<file path="src/rtl/core/qse_pkg.sv">
// Package for the quicksort engine: sizes, the queue entry type and the
// sequencer state type. No dependencies.
`default_nettype none
package qse_pkg;
    localparam int MAX_ELEMENTS = 32;
    localparam int IDX_W  = $clog2(MAX_ELEMENTS);
    localparam int CNT_W  = IDX_W + 1;
    localparam int DATA_W = 32;
    localparam int CTR_W  = 16;

    // One loaded item as handed from the front to the back
    typedef struct packed {
        logic [DATA_W-1:0] value;
        logic [IDX_W-1:0]  idx;    // store slot
        logic              wr;     // store the value (store not full)
        logic              last;   // start the sort
        logic [CNT_W-1:0]  count;  // elements in the set after this item
    } t_qentry;

    typedef enum logic [4:0] {
        S_IDLE, S_POP, S_POP_W, S_PIV, S_LOOP, S_LREQ, S_LCHK, S_RREQ,
        S_RCHK, S_SWAP, S_SWAP2, S_PLACE, S_PLACE2, S_PUSH1, S_PUSH2,
        S_OREQ, S_OLD, S_OWAIT
    } t_state;
endpackage
`default_nettype wire

</file>
<file path="src/rtl/core/qse_front.sv">
// Front of the quicksort engine: accepts items, assigns store slots,
// and queues them for the back. Depends on qse_pkg.
`default_nettype none
module qse_front (
    input  wire logic                      i_clk,
    input  wire logic                      i_rst_n,
    input  wire logic                      i_valid,
    output logic                           o_stall,
    input  wire logic [qse_pkg::DATA_W-1:0] i_value,
    input  wire logic                      i_last,
    output logic                           o_q_valid,
    output qse_pkg::t_qentry               o_q_entry,
    input  wire logic                      i_q_pop
);
    import qse_pkg::*;

    t_qentry          r_q [2];
    logic             r_wp, r_rp;
    logic [1:0]       r_fill;
    logic [CNT_W-1:0] r_count, n_count;
    t_qentry          w_entry;
    logic             w_acc;

    assign o_stall   = (r_fill == 2'd2);
    assign w_acc     = i_valid && !o_stall;
    assign o_q_valid = (r_fill != 2'd0);
    assign o_q_entry = r_q[r_rp];

    // classify: slot or drop, count after this item
    always_comb begin
        w_entry.value = i_value;
        w_entry.idx   = r_count[IDX_W-1:0];
        w_entry.last  = i_last;
        if (r_count < CNT_W'(MAX_ELEMENTS)) begin
            w_entry.wr    = 1'b1;
            w_entry.count = r_count + 1'b1;
        end else begin
            w_entry.wr    = 1'b0;
            w_entry.count = r_count;
        end
        n_count = r_count;
        if (w_acc) begin
            n_count = i_last ? '0 : w_entry.count;
        end
    end

    // queue payload
    always_ff @(posedge i_clk) begin
        if (w_acc) begin
            r_q[r_wp] <= w_entry;
        end
    end

    // queue control
    always_ff @(posedge i_clk) begin
        if (!i_rst_n) begin
            r_wp    <= 1'b0;
            r_rp    <= 1'b0;
            r_fill  <= '0;
            r_count <= '0;
        end else begin
            r_count <= n_count;
            if (w_acc) r_wp <= ~r_wp;
            if (i_q_pop) r_rp <= ~r_rp;
            r_fill <= r_fill + {1'b0, w_acc} - {1'b0, i_q_pop};
        end
    end
endmodule
`default_nettype wire

</file>
<file path="src/rtl/core/qse_back.sv">
// Back of the quicksort engine: element store, range stack, partition
// sequencer and result register. Depends on qse_pkg.
`default_nettype none
module qse_back (
    input  wire logic                       i_clk,
    input  wire logic                       i_rst_n,
    input  wire logic                       i_q_valid,
    input  wire qse_pkg::t_qentry           i_q_entry,
    output logic                            o_q_pop,
    output logic                            o_valid,
    input  wire logic                       i_stall,
    output logic [qse_pkg::DATA_W-1:0]      o_sorted_value,
    output logic                            o_last_res,
    output logic [qse_pkg::CTR_W-1:0]       o_compare_count,
    output logic [qse_pkg::CTR_W-1:0]       o_move_count
);
    import qse_pkg::*;

    t_state r_state, n_state;

    // store and stack memories
    logic [DATA_W-1:0]  r_mem [MAX_ELEMENTS];
    logic [2*IDX_W-1:0] r_stk [MAX_ELEMENTS];
    logic [DATA_W-1:0]  r_rd;
    logic [2*IDX_W-1:0] r_srd;
    logic               w_we, w_swe;
    logic [IDX_W-1:0]   w_wa, w_ra, w_swa, w_sra;
    logic [DATA_W-1:0]  w_wd;
    logic [2*IDX_W-1:0] w_swd;

    logic [IDX_W-1:0]  r_lo, r_hi, r_j, r_k;
    logic [IDX_W-1:0]  n_lo, n_hi, n_j, n_k;
    logic [CNT_W-1:0]  r_i, n_i, r_n, n_n, r_sp, n_sp;
    logic [DATA_W-1:0] r_pivot, n_pivot, r_vi, n_vi, r_vj, n_vj;
    logic [CTR_W-1:0]  r_cmp, n_cmp, r_mov, n_mov;
    logic              r_oval, n_oval, r_olast, n_olast;
    logic [DATA_W-1:0] r_oval_d, n_oval_d;
    logic              w_le, w_cmp_inc, w_mov_inc;
    logic [CNT_W-1:0]  w_lo6, w_hi6, w_j6;

    assign w_le  = $signed(r_rd) <= $signed(r_pivot);
    assign w_lo6 = {1'b0, r_lo};
    assign w_hi6 = {1'b0, r_hi};
    assign w_j6  = {1'b0, r_j};
    assign o_q_pop = (r_state == S_IDLE) && i_q_valid;

    // next state
    always_comb begin
        n_state = r_state;
        case (r_state)
            S_IDLE:   if (i_q_valid && i_q_entry.last)
                          n_state = (i_q_entry.count > CNT_W'(1)) ? S_POP : S_OREQ;
            S_POP:    n_state = (r_sp == '0) ? S_OREQ : S_POP_W;
            S_POP_W:  n_state = S_PIV;
            S_PIV:    n_state = S_LOOP;
            S_LOOP:   n_state = (r_i <= w_j6) ? S_LREQ : S_PLACE;
            S_LREQ:   n_state = (r_i <= w_hi6) ? S_LCHK : S_RREQ;
            S_LCHK:   n_state = w_le ? S_LREQ : S_RREQ;
            S_RREQ:   n_state = S_RCHK;
            S_RCHK:   n_state = !w_le ? S_RREQ : ((r_i < w_j6) ? S_SWAP : S_LOOP);
            S_SWAP:   n_state = S_SWAP2;
            S_SWAP2:  n_state = S_LOOP;
            S_PLACE:  n_state = (r_lo < r_j) ? S_PLACE2 : S_PUSH1;
            S_PLACE2: n_state = S_PUSH1;
            S_PUSH1:  n_state = S_PUSH2;
            S_PUSH2:  n_state = S_POP;
            S_OREQ:   n_state = S_OLD;
            S_OLD:    n_state = S_OWAIT;
            S_OWAIT:  if (!i_stall) n_state = r_olast ? S_IDLE : S_OREQ;
            default:  n_state = S_IDLE;
        endcase
    end

    // datapath and memory controls
    always_comb begin
        n_lo = r_lo;  n_hi = r_hi;  n_i = r_i;  n_j = r_j;  n_k = r_k;
        n_n = r_n;  n_sp = r_sp;  n_pivot = r_pivot;  n_vi = r_vi;  n_vj = r_vj;
        n_cmp = r_cmp;  n_mov = r_mov;
        n_oval = r_oval;  n_olast = r_olast;  n_oval_d = r_oval_d;
        w_we = 1'b0;  w_wa = '0;  w_wd = '0;  w_ra = '0;
        w_swe = 1'b0;  w_swa = r_sp[IDX_W-1:0];  w_swd = '0;
        w_sra = '0;
        w_cmp_inc = 1'b0;  w_mov_inc = 1'b0;
        case (r_state)
            S_IDLE: begin
                if (i_q_valid) begin
                    w_we = i_q_entry.wr;
                    w_wa = i_q_entry.idx;
                    w_wd = i_q_entry.value;
                    if (i_q_entry.last) begin
                        n_n   = i_q_entry.count;
                        n_k   = '0;
                        n_cmp = '0;
                        n_mov = '0;
                        n_sp  = '0;
                        if (i_q_entry.count > CNT_W'(1)) begin
                            w_swe = 1'b1;
                            w_swa = '0;
                            w_swd = {IDX_W'(0), IDX_W'(i_q_entry.count - 1'b1)};
                            n_sp  = CNT_W'(1);
                        end
                    end
                end
            end
            S_POP: begin
                w_sra = IDX_W'(r_sp - 1'b1);
                if (r_sp != '0) n_sp = r_sp - 1'b1;
            end
            S_POP_W: begin
                n_lo = r_srd[2*IDX_W-1:IDX_W];
                n_hi = r_srd[IDX_W-1:0];
                w_ra = r_srd[2*IDX_W-1:IDX_W];
            end
            S_PIV: begin
                n_pivot = r_rd;
                n_i     = w_lo6 + 1'b1;
                n_j     = r_hi;
            end
            S_LREQ: begin
                w_ra = r_i[IDX_W-1:0];
                if (r_i > w_hi6) w_cmp_inc = 1'b1;
            end
            S_LCHK: begin
                w_cmp_inc = 1'b1;
                if (w_le) n_i = r_i + 1'b1;
                else      n_vi = r_rd;
            end
            S_RREQ: w_ra = r_j;
            S_RCHK: begin
                w_cmp_inc = 1'b1;
                if (!w_le) n_j = r_j - 1'b1;
                else       n_vj = r_rd;
            end
            S_SWAP: begin
                w_we = 1'b1;  w_wa = r_i[IDX_W-1:0];  w_wd = r_vj;
                w_mov_inc = 1'b1;
            end
            S_SWAP2: begin
                w_we = 1'b1;  w_wa = r_j;  w_wd = r_vi;
            end
            S_PLACE: begin
                if (r_lo < r_j) begin
                    w_we = 1'b1;  w_wa = r_lo;  w_wd = r_vj;
                    w_mov_inc = 1'b1;
                end
            end
            S_PLACE2: begin
                w_we = 1'b1;  w_wa = r_j;  w_wd = r_pivot;
            end
            S_PUSH1: begin
                // left part holds at least two elements
                if (w_j6 > w_lo6 + 1'b1) begin
                    w_swe = 1'b1;
                    w_swd = {r_lo, r_j - 1'b1};
                    n_sp  = r_sp + 1'b1;
                end
            end
            S_PUSH2: begin
                if (w_hi6 > w_j6 + 1'b1) begin
                    w_swe = 1'b1;
                    w_swd = {r_j + 1'b1, r_hi};
                    n_sp  = r_sp + 1'b1;
                end
            end
            S_OREQ: w_ra = r_k;
            S_OLD: begin
                n_oval   = 1'b1;
                n_oval_d = r_rd;
                n_olast  = ({1'b0, r_k} == r_n - 1'b1);
            end
            S_OWAIT: begin
                if (!i_stall) begin
                    n_oval = 1'b0;
                    n_k    = r_k + 1'b1;
                end
            end
            default: ;
        endcase
        if (w_cmp_inc && r_cmp != '1) n_cmp = r_cmp + 1'b1;
        if (w_mov_inc && r_mov != '1) n_mov = r_mov + 1'b1;
    end

    // memories with registered read
    always_ff @(posedge i_clk) begin
        if (w_we) r_mem[w_wa] <= w_wd;
        r_rd <= r_mem[w_ra];
        if (w_swe) r_stk[w_swa] <= w_swd;
        r_srd <= r_stk[w_sra];
    end

    // payload registers
    always_ff @(posedge i_clk) begin
        r_lo <= n_lo;  r_hi <= n_hi;  r_i <= n_i;  r_j <= n_j;
        r_pivot <= n_pivot;  r_vi <= n_vi;  r_vj <= n_vj;
        r_oval_d <= n_oval_d;  r_olast <= n_olast;
    end

    // control registers
    always_ff @(posedge i_clk) begin
        if (!i_rst_n) begin
            r_state <= S_IDLE;
            r_sp    <= '0;
            r_k     <= '0;
            r_n     <= '0;
            r_cmp   <= '0;
            r_mov   <= '0;
            r_oval  <= 1'b0;
        end else begin
            r_state <= n_state;
            r_sp    <= n_sp;
            r_k     <= n_k;
            r_n     <= n_n;
            r_cmp   <= n_cmp;
            r_mov   <= n_mov;
            r_oval  <= n_oval;
        end
    end

    assign o_valid         = r_oval;
    assign o_sorted_value  = r_oval_d;
    assign o_last_res      = r_olast;
    assign o_compare_count = r_cmp;
    assign o_move_count    = r_mov;

    // pending ranges are disjoint and hold two or more elements each
    a_stack_bound: assert property (@(posedge i_clk) disable iff (!i_rst_n)
        r_sp <= CNT_W'(MAX_ELEMENTS / 2))
        else $error("range stack deeper than possible");

    a_oval_state: assert property (@(posedge i_clk) disable iff (!i_rst_n)
        r_oval |-> (r_state == S_OWAIT))
        else $error("result valid outside output wait");

    a_scan_bound: assert property (@(posedge i_clk) disable iff (!i_rst_n)
        (r_state == S_LCHK) |-> (r_i <= w_hi6))
        else $error("left scan read beyond range end");

    a_no_pop_busy: assert property (@(posedge i_clk) disable iff (!i_rst_n)
        o_q_pop |-> !r_oval)
        else $error("queue popped while a result is pending");
endmodule
`default_nettype wire

</file>
<file path="src/rtl/core/quicksort_engine_unit.sv">
// Top level of the quicksort engine: front queue and sort back end.
// Depends on qse_pkg, qse_front and qse_back.
`default_nettype none
// Load a set of signed 32-bit values, one per transaction, with i_last on
// the final one; up to 32 are kept and extra values are dropped. The last
// transaction starts an in-place quicksort (first element as pivot) in a
// store with one read and one write port, then the set comes out ascending,
// one result per stored value, o_last_res on the final one, each carrying
// the saturating compare and swap counts of that sort. Loading runs one
// transaction per cycle into a two-entry queue while it is not full
// (o_stall); the back end takes from the queue only while idle. Every
// comparison, swap, partitioned range and result goes through the one store
// read port and its registered read.
module quicksort_engine_unit (
    input  wire logic                       i_clk,
    input  wire logic                       i_rst_n,
    input  wire logic                       i_valid,
    output logic                            o_stall,
    input  wire logic [qse_pkg::DATA_W-1:0] i_value,
    input  wire logic                       i_last,
    output logic                            o_valid,
    input  wire logic                       i_stall,
    output logic [qse_pkg::DATA_W-1:0]      o_sorted_value,
    output logic                            o_last_res,
    output logic [qse_pkg::CTR_W-1:0]       o_compare_count,
    output logic [qse_pkg::CTR_W-1:0]       o_move_count
);
    import qse_pkg::*;

    logic    w_q_valid, w_q_pop;
    t_qentry w_q_entry;

    qse_front u_front (
        .i_clk     (i_clk),
        .i_rst_n   (i_rst_n),
        .i_valid   (i_valid),
        .o_stall   (o_stall),
        .i_value   (i_value),
        .i_last    (i_last),
        .o_q_valid (w_q_valid),
        .o_q_entry (w_q_entry),
        .i_q_pop   (w_q_pop)
    );

    qse_back u_back (
        .i_clk           (i_clk),
        .i_rst_n         (i_rst_n),
        .i_q_valid       (w_q_valid),
        .i_q_entry       (w_q_entry),
        .o_q_pop         (w_q_pop),
        .o_valid         (o_valid),
        .i_stall         (i_stall),
        .o_sorted_value  (o_sorted_value),
        .o_last_res      (o_last_res),
        .o_compare_count (o_compare_count),
        .o_move_count    (o_move_count)
    );
endmodule
`default_nettype wire

</file>
<file path="config.mk">
export PLATFORM = sky130hd
export DESIGN_NAME = quicksort_engine_unit
export DESIGN_NICKNAME = d
export VERILOG_FILES = /design/src/rtl/core/qse_pkg.sv /design/src/rtl/core/qse_front.sv /design/src/rtl/core/qse_back.sv /design/src/rtl/core/quicksort_engine_unit.sv
export SDC_FILE = /design/constraint.sdc
export NUM_CORES = 2
export LEC_CHECK = 0
export BUFFER_PORTS_ARGS = -buffer_cell sky130_fd_sc_hd__buf_2
export CAP_MARGIN = 0
export CORE_ASPECT_RATIO = 1.5
export CORE_MARGIN = 4
export CORE_UTILIZATION = 30
export CTS_CLUSTER_SIZE = 30
export DETAILED_ROUTE_END_ITERATION = 8
export PLACE_DENSITY_LB_ADDON = 0.3
export SLEW_MARGIN = 25
export SYNTH_ARGS = -nofsm -noshare
export SYNTH_HDL_FRONTEND = slang
export SYNTH_SLANG_ARGS = --single-unit
</file>
<file path="constraint.sdc">
create_clock -name i_clk -period 12.4 [get_ports i_clk]
set_clock_uncertainty 0.2 [all_clocks]
set_input_delay 0.62 -clock i_clk [delete_from_list [all_inputs] [get_ports i_clk]]
set_output_delay 0.62 -clock i_clk [all_outputs]
set_load 0.02 [all_outputs]
</file>
Word level (Yosys, flattened, before mapping)
Memories as Yosys holds them, arrays and structs flattened. A register that Yosys moved wholly into a read port is not among the register bits.
Cells that the tools add are included.
{"block": "classes", "eq_ne": 30, "n_bitwise": 3, "order_cmp": 10, "mux": 75, "addsub": 15, "n_reduce_logical": 36}
{"op": "32-bit one-hot mux with 5 select lines", "count": 1}
{"op": "5-bit one-hot mux with 17 select lines", "count": 1}
{"op": "16-bit 2-to-1 mux", "count": 5}
{"op": "5-bit 2-to-1 mux", "count": 15}
{"op": "32-bit 2-to-1 mux", "count": 2}
{"op": "6-bit 2-to-1 mux", "count": 8}
{"op": "5-bit by 4-bit equality test with 1-bit output (second input constant)", "count": 8}
{"op": "10-bit 2-to-1 mux", "count": 4}
{"op": "5-bit one-hot mux with 4 select lines", "count": 2}
{"op": "16-bit by 1-bit adder with 16-bit output (second input constant)", "count": 2}
{"op": "32-bit less-or-equal comparator", "count": 1}
{"op": "16-bit inequality test (second input constant)", "count": 2}
{"op": "10-bit one-hot mux with 3 select lines", "count": 1}
{"op": "6-bit one-hot mux with 4 select lines", "count": 1}
{"op": "2-bit nonzero test", "count": 11}
{"op": "1-bit 2-to-1 mux", "count": 21}
{"op": "5-bit by 3-bit equality test with 1-bit output (second input constant)", "count": 4}
{"op": "4-bit 2-to-1 mux", "count": 5}
{"op": "5-bit one-hot mux with 2 select lines", "count": 2}
{"op": "6-bit by 1-bit adder with 6-bit output (second input constant)", "count": 3}
{"op": "5-bit by 1-bit adder with 6-bit output (second input constant)", "count": 2}
{"op": "5-bit by 6-bit greater-than comparator with 1-bit output", "count": 2}
{"op": "6-bit by 5-bit less-or-equal comparator with 1-bit output", "count": 2}
{"op": "2-bit by 1-bit inequality test with 1-bit output (second input constant)", "count": 6}
{"op": "other kinds (33)", "count": 58}
{"block": "totals", "output_inout_bits": 67, "ram_bits": 1434, "word_cells": 192, "memories": 3, "ff_bits": 215, "input_bits": 37}
{"memory": "u_back.r_mem", "depth": 32, "width": 32, "read_ports": 1, "rd_ports_with_merged_regs": 1, "write_ports": 1, "line_no": "qse_back.sv:22", "text": "logic [DATA_W-1:0] r_mem [MAX_ELEMENTS];"}
{"memory": "u_back.r_stk", "depth": 32, "width": 10, "read_ports": 1, "rd_ports_with_merged_regs": 1, "write_ports": 1, "line_no": "qse_back.sv:23", "text": "logic [2*IDX_W-1:0] r_stk [MAX_ELEMENTS];"}
{"memory": "u_front.r_q", "depth": 2, "width": 45, "read_ports": 1, "rd_ports_with_merged_regs": 1, "write_ports": 1, "line_no": "qse_front.sv:17", "text": "t_qentry r_q [2];"}

Depth between registers and ports, before layout
{"block": "logic_depth", "word_depth": 7, "depth_mapped": 14, "mapped_depth_nobuf": 11}

Hierarchy
Synthesis repeated with hierarchy kept, for this count alone.
{"block": "unflattened", "hier_cells": 4416, "hier_area_um2": 67429.7}
{"mod": "qse_back", "cells_per_inst": 4205, "area_per_inst_um2": 63535.9, "n_inst": 1}
{"mod": "qse_front", "cells_per_inst": 211, "area_per_inst_um2": 3893.7, "n_inst": 1}

Worst setup path before layout
No wires, ideal clock.
{"block": "synth_path", "path_type": "reg2reg", "startpoint": "reg u_back.r_pivot[14]", "endpoint": "reg u_back.r_i[0], enable pin", "arrival_time_ns": 4.444, "setup_time_ns": 0.446, "required_time_ns": 11.754, "n_path_buf": 0, "slack_ns": 7.310, "path_stages_with_launch": 10, "path_cell_list": "edfxtp_1 > inv_1 > ha_1 > nand4_1 > or4_1 > a21o_1 > a31oi_1 > nor2_1 > nor3_1 > a21oi_1"}
{"block": "synth_between", "elab_chain_len": 3}
{"element": "start: declaration", "line_no": "qse_back.sv:34", "text": "logic [DATA_W-1:0] r_pivot, n_pivot, r_vi, n_vi, r_vj, n_vj;"}
{"element": "start signal: assignment", "line_no": "qse_back.sv:194", "text": "r_pivot <= n_pivot; r_vi <= n_vi; r_vj <= n_vj;"}
{"element": "32-bit less-or-equal comparator", "line_no": "qse_back.sv:41", "text": "assign w_le = $signed(r_rd) <= $signed(r_pivot);"}
{"element": "2-bit by 1-bit inequality test with 1-bit output (no line)"}
{"element": "2-bit AND reduction (no line)"}
{"element": "end signal: assignment", "line_no": "qse_back.sv:193", "text": "r_lo <= n_lo; r_hi <= n_hi; r_i <= n_i; r_j <= n_j;"}
{"element": "end: declaration", "line_no": "qse_back.sv:33", "text": "logic [CNT_W-1:0] r_i, n_i, r_n, n_n, r_sp, n_sp;"}
No other way between the ends.
A chain may end at the register's enable or synchronous reset.

Final worst setup path
{"block": "layout_path", "startpoint": "reg u_back.r_state[0]", "endpoint": "reg u_back.r_rd[23], read port of u_back.r_mem"}
{"block": "layout_between", "elab_chain_len": 2, "elab_cells_between_ends": 5}
{"element": "start: declaration", "line_no": "qse_back.sv:19", "text": "t_state r_state, n_state;"}
{"element": "start signal: assignment", "line_no": "qse_back.sv:209", "text": "r_state <= n_state;"}
{"element": "5-bit by 4-bit equality test with 1-bit output (tied with other cells)", "line_no": "qse_back.sv:84", "text": "case (r_state)"}
{"element": "5-bit one-hot mux with 4 select lines (*)", "line_no": "qse_back.sv:84"}
{"element": "end: declaration", "line_no": "qse_back.sv:24", "text": "logic [DATA_W-1:0] r_rd;"}
Every way passes the cells marked *; elsewhere a longest branch is shown, timed or not.

==> results.py <==
metrics = {
    "worst_setup_path": {
        "cp_num_cells": 9,
        "path_delay_family": "simple AND/OR/NAND/NOR gates",
        "crit_type": "register to register",
        "worstPathMaxFanout": 67,
        "crit_path_cell_trace": "nand2b_1, nor3_4, a221o_4, buf_4, buf_4, mux2i_1, a32oi_1, nand4_1, nor2_1",
        "crit_path_frequent_cell": "buf_4",
        "cp-end-kind": "register",
        "worstPathArrival_ps": 6630,
        "reg2reg_depth": 9,
        "required_ps": 12910,
        "ff2ff_setup_slack_ps": 6280,
        "critPathBufInv": 2,
        "startpoint_type": "register",
        "cp_slowest_stage_delay_ps": 830,
        "slowest_stage": "buf_4",
    },
    "final_layout": {
        "drive_gt1_share_pct": 13.3,
        "multi_input_area_um2": 16400,
        "fill_cells": 21000,
        "synthToLayoutAreaGrowth_pct": 15.7,
        "fin_nets": 4779,
        "postLayoutCoreUtil_pct": 34.9,
        "fin_cells": 7689,
        "seq_area_um2": 49700,
    },
    "floorplan": {
        "die_h_um": 588,
        "die_area_um2": 232000,
        "boundaryPins": 104,
        "dieWidth_um": 394,
        "core_um2": 223000,
        "start_util_pct": 30.2,
        "rows": 212,
    },
    "timing": {
        "worst_slew_pin_slew_ps": 1080,
        "finalSetupViolCount": 0,
        "period_needed_ps": 6120,
        "rsz0062_at_grt": "false",
        "slew_headroom_pct": 28.1,
        "fin_crit_sh_pct": 49.4,
        "max_freq_mhz": 163,
        "finalMaxSlewViolations": 0,
        "setup-tns-final_ps": 0,
        "layout_setup_ws_ps": 6280,
        "hold_violations": 0,
    },
    "power_and_ir_drop": {
        "p_int_mw": 11.0,
        "p_sw_mw": 5.14,
        "swShare_pct": 31.9,
        "clock_power_share_pct": 31.1,
        "p_leak_nw": 25.0,
        "seqPwrFrac_pct": 47.2,
        "power_mw": 16.1,
        "powerDensity_nw_per_um2": 208,
        "ir_drop_mv": 0.167,
        "pwr-share-comb_pct": 21.7,
    },
    "yosys": {
        "yosysMostFrequentCell": "edfxtp_1",
        "syn-instance-count": 4476,
        "synth_cell_type_count": 83,
        "synthTopCellsByArea": "edfxtp_1 (71%), nand2_1 (4.5%), mux2i_1 (4.2%)",
        "ys_seq_area_share_pct": 74.0,
        "avgSynthCellArea_um2": 15.0,
        "yosys_register_bits": 1692,
        "synth_top_cell_area_share_pct": 70.8,
        "synth_edf_count": 1584,
        "yosysWarningCount": 0,
        "synth_commonest_cells": "edfxtp_1 (1584), nand2_1 (801), mux2i_1 (281), a32oi_1 (258), nor2_1 (181)",
        "synthArstFlopShare_pct": 0,
        "syn_nets": 4586,
        "ys.flop_type": "edfxtp_1",
        "syn_area_um2": 67200,
        "yosys.area.top_type": "edfxtp_1",
    },
    "worst_hold_path": {
        "hold_class": "primary input to register",
        "whs_path_depth": 3,
    },
    "run_status": {
        "outcome": "finished clean",
    },
    "global_route": {
        "grt_usage_pct": 16.3,
        "grt_pass1_wl_um": 281000,
        "grt_max_degree": 109,
        "first_global_vias": 39700,
        "grt_overflow": 0,
        "antenna_found_initial": 10,
    },
    "routing": {
        "ant_nets": 0,
        "num_vias": 39800,
        "drc": 0,
        "drtPass1Iterations": 6,
        "viasPerCell": 5.17,
        "avgRoutedWirePerCell_um": 25.4,
        "routed_wl_um": 196000,
        "first_iter_violations": 3608,
    },
    "place": {
        "routabilityCongestion": 0.815,
        "dp_cells": 7348,
        "port_buffers": 103,
        "preCtsSetupSlack_ps": 6260,
        "dp_hpwl_um": 123000,
    },
    "clock_tree": {
        "cts_tree": "done",
        "clk_latency_ps": 850,
        "h-tree-depth": 4,
        "clkTransAtPathRegs_ps": 60,
        "clock_sinks": 1692,
        "clk_path_buf_depth": 4,
        "post_cts_resized": 0,
        "cts_made_buffers": 169,
        "cts_root_buffer": "clkbuf_16",
        "cts_setup_buffers": 0,
    },
    "job": {
        "max_cap_viol_count": 0,
    },
}
## metal layers
metal	vias up	global-route usage (%)	part of all wire, %
met5	-	0	0
met4	0	7.70	5.2
met3	352	2.03	4.3
met2	1119	31.0	54
met1	20500	18.0	36
li1	17800	-	-
## worst paths after layout
kind	startpoint	to
worst max register to register	u_back.r_state[0]	u_back.r_rd[23]
worst min register to register	u_back.r_srd[0]	u_back.r_hi[0]
worst min-delay path	i_rst_n	u_back.o_move_count[0]
worst max-delay path	u_back.r_state[0]	u_back.r_rd[23]
## worst register-to-register path, stage by stage, from the launching register on
cell	delay [ps]
dfxtp_1	790
nand2b_1	430
nor3_4	820
a221o_4	790
buf_4	560
buf_4	850
mux2i_1	250
a32oi_1	520
nand4_1	520
nor2_1	260
## stage by stage
step | cell area, um^2 | hold slack [ps]
4_1_cts | 77600 | 58.2
6_report | 77700 | 136
3_5_place_dp | 71900 | 189
5_1_grt | 77700 | 108
3_3_place_gp | 71400 | 192
2_1_floorplan | 67200 | 186
## power groups by stage
stage	registers [mW]	clock network, mW	logic (mW)
floorplan	7.45	0	2.03
finish	7.62	5.02	3.50
detailed placement	7.75	0	3.53
global route	7.64	5.35	3.76
CTS	7.63	5.12	3.55
global placement	7.75	0	3.47
## layout by cell type (no fill, tap or decap), types with 106 or more instances in the layout
| cell type | n |
|---|---|
| nor2_1 | 129 |
| clkbuf_16 | 170 |
| nand3_1 | 174 |
| a32oi_1 | 258 |
| nand2_1 | 794 |
| edfxtp_1 | 1584 |
| mux2i_1 | 281 |
| buf_4 | 113 |
| dfxtp_1 | 106 |
| nand4_1 | 125 |
## sequential cells by signal (all words and copies together) (netlist names), 10 cells and up, named ones only
register,cells
u_back.r_mem,1024
u_back.o_compare_count,16
u_back.r_vj,32
u_back.r_stk,320
u_back.r_pivot,32
u_back.o_sorted_value,32
u_back.o_move_count,16
u_back.r_rd,32
u_back.r_srd,10
u_front.r_q,90
u_back.r_vi,32
## final cells by class
type                    instances  share of cell area, %
diodes                          4                 0.0129
clock buffers                 232                   6.03
clock inverters                66                  0.823
inverters                      73                  0.353
multi-input cells            2456                   21.1
flip-flops and latches       1692                   64.0
well taps                    2889                   4.65
repair buffers                277                   3.01
## cells by family after synthesis
group / after synthesis / share of synthesized area (%)
compound gates: 595 / 7.27
xor+xnor: 40 / 0.521
fa+ha+maj: 73 / 1.36
buf+inv: 328 / 2.33
flops: 1692 / 74.0
mux: 321 / 4.87
simple gates: 1427 / 9.66
## what timing repair did
| action | CTS | global route |
|---|---|---|
| endpoints found under the hold margin | 70 | 0 |
| hold buffers | 34 | 0 |
| setup endpoints to repair | 0 | 0 |
Note: power is estimated with default switching activity, not from simulation.
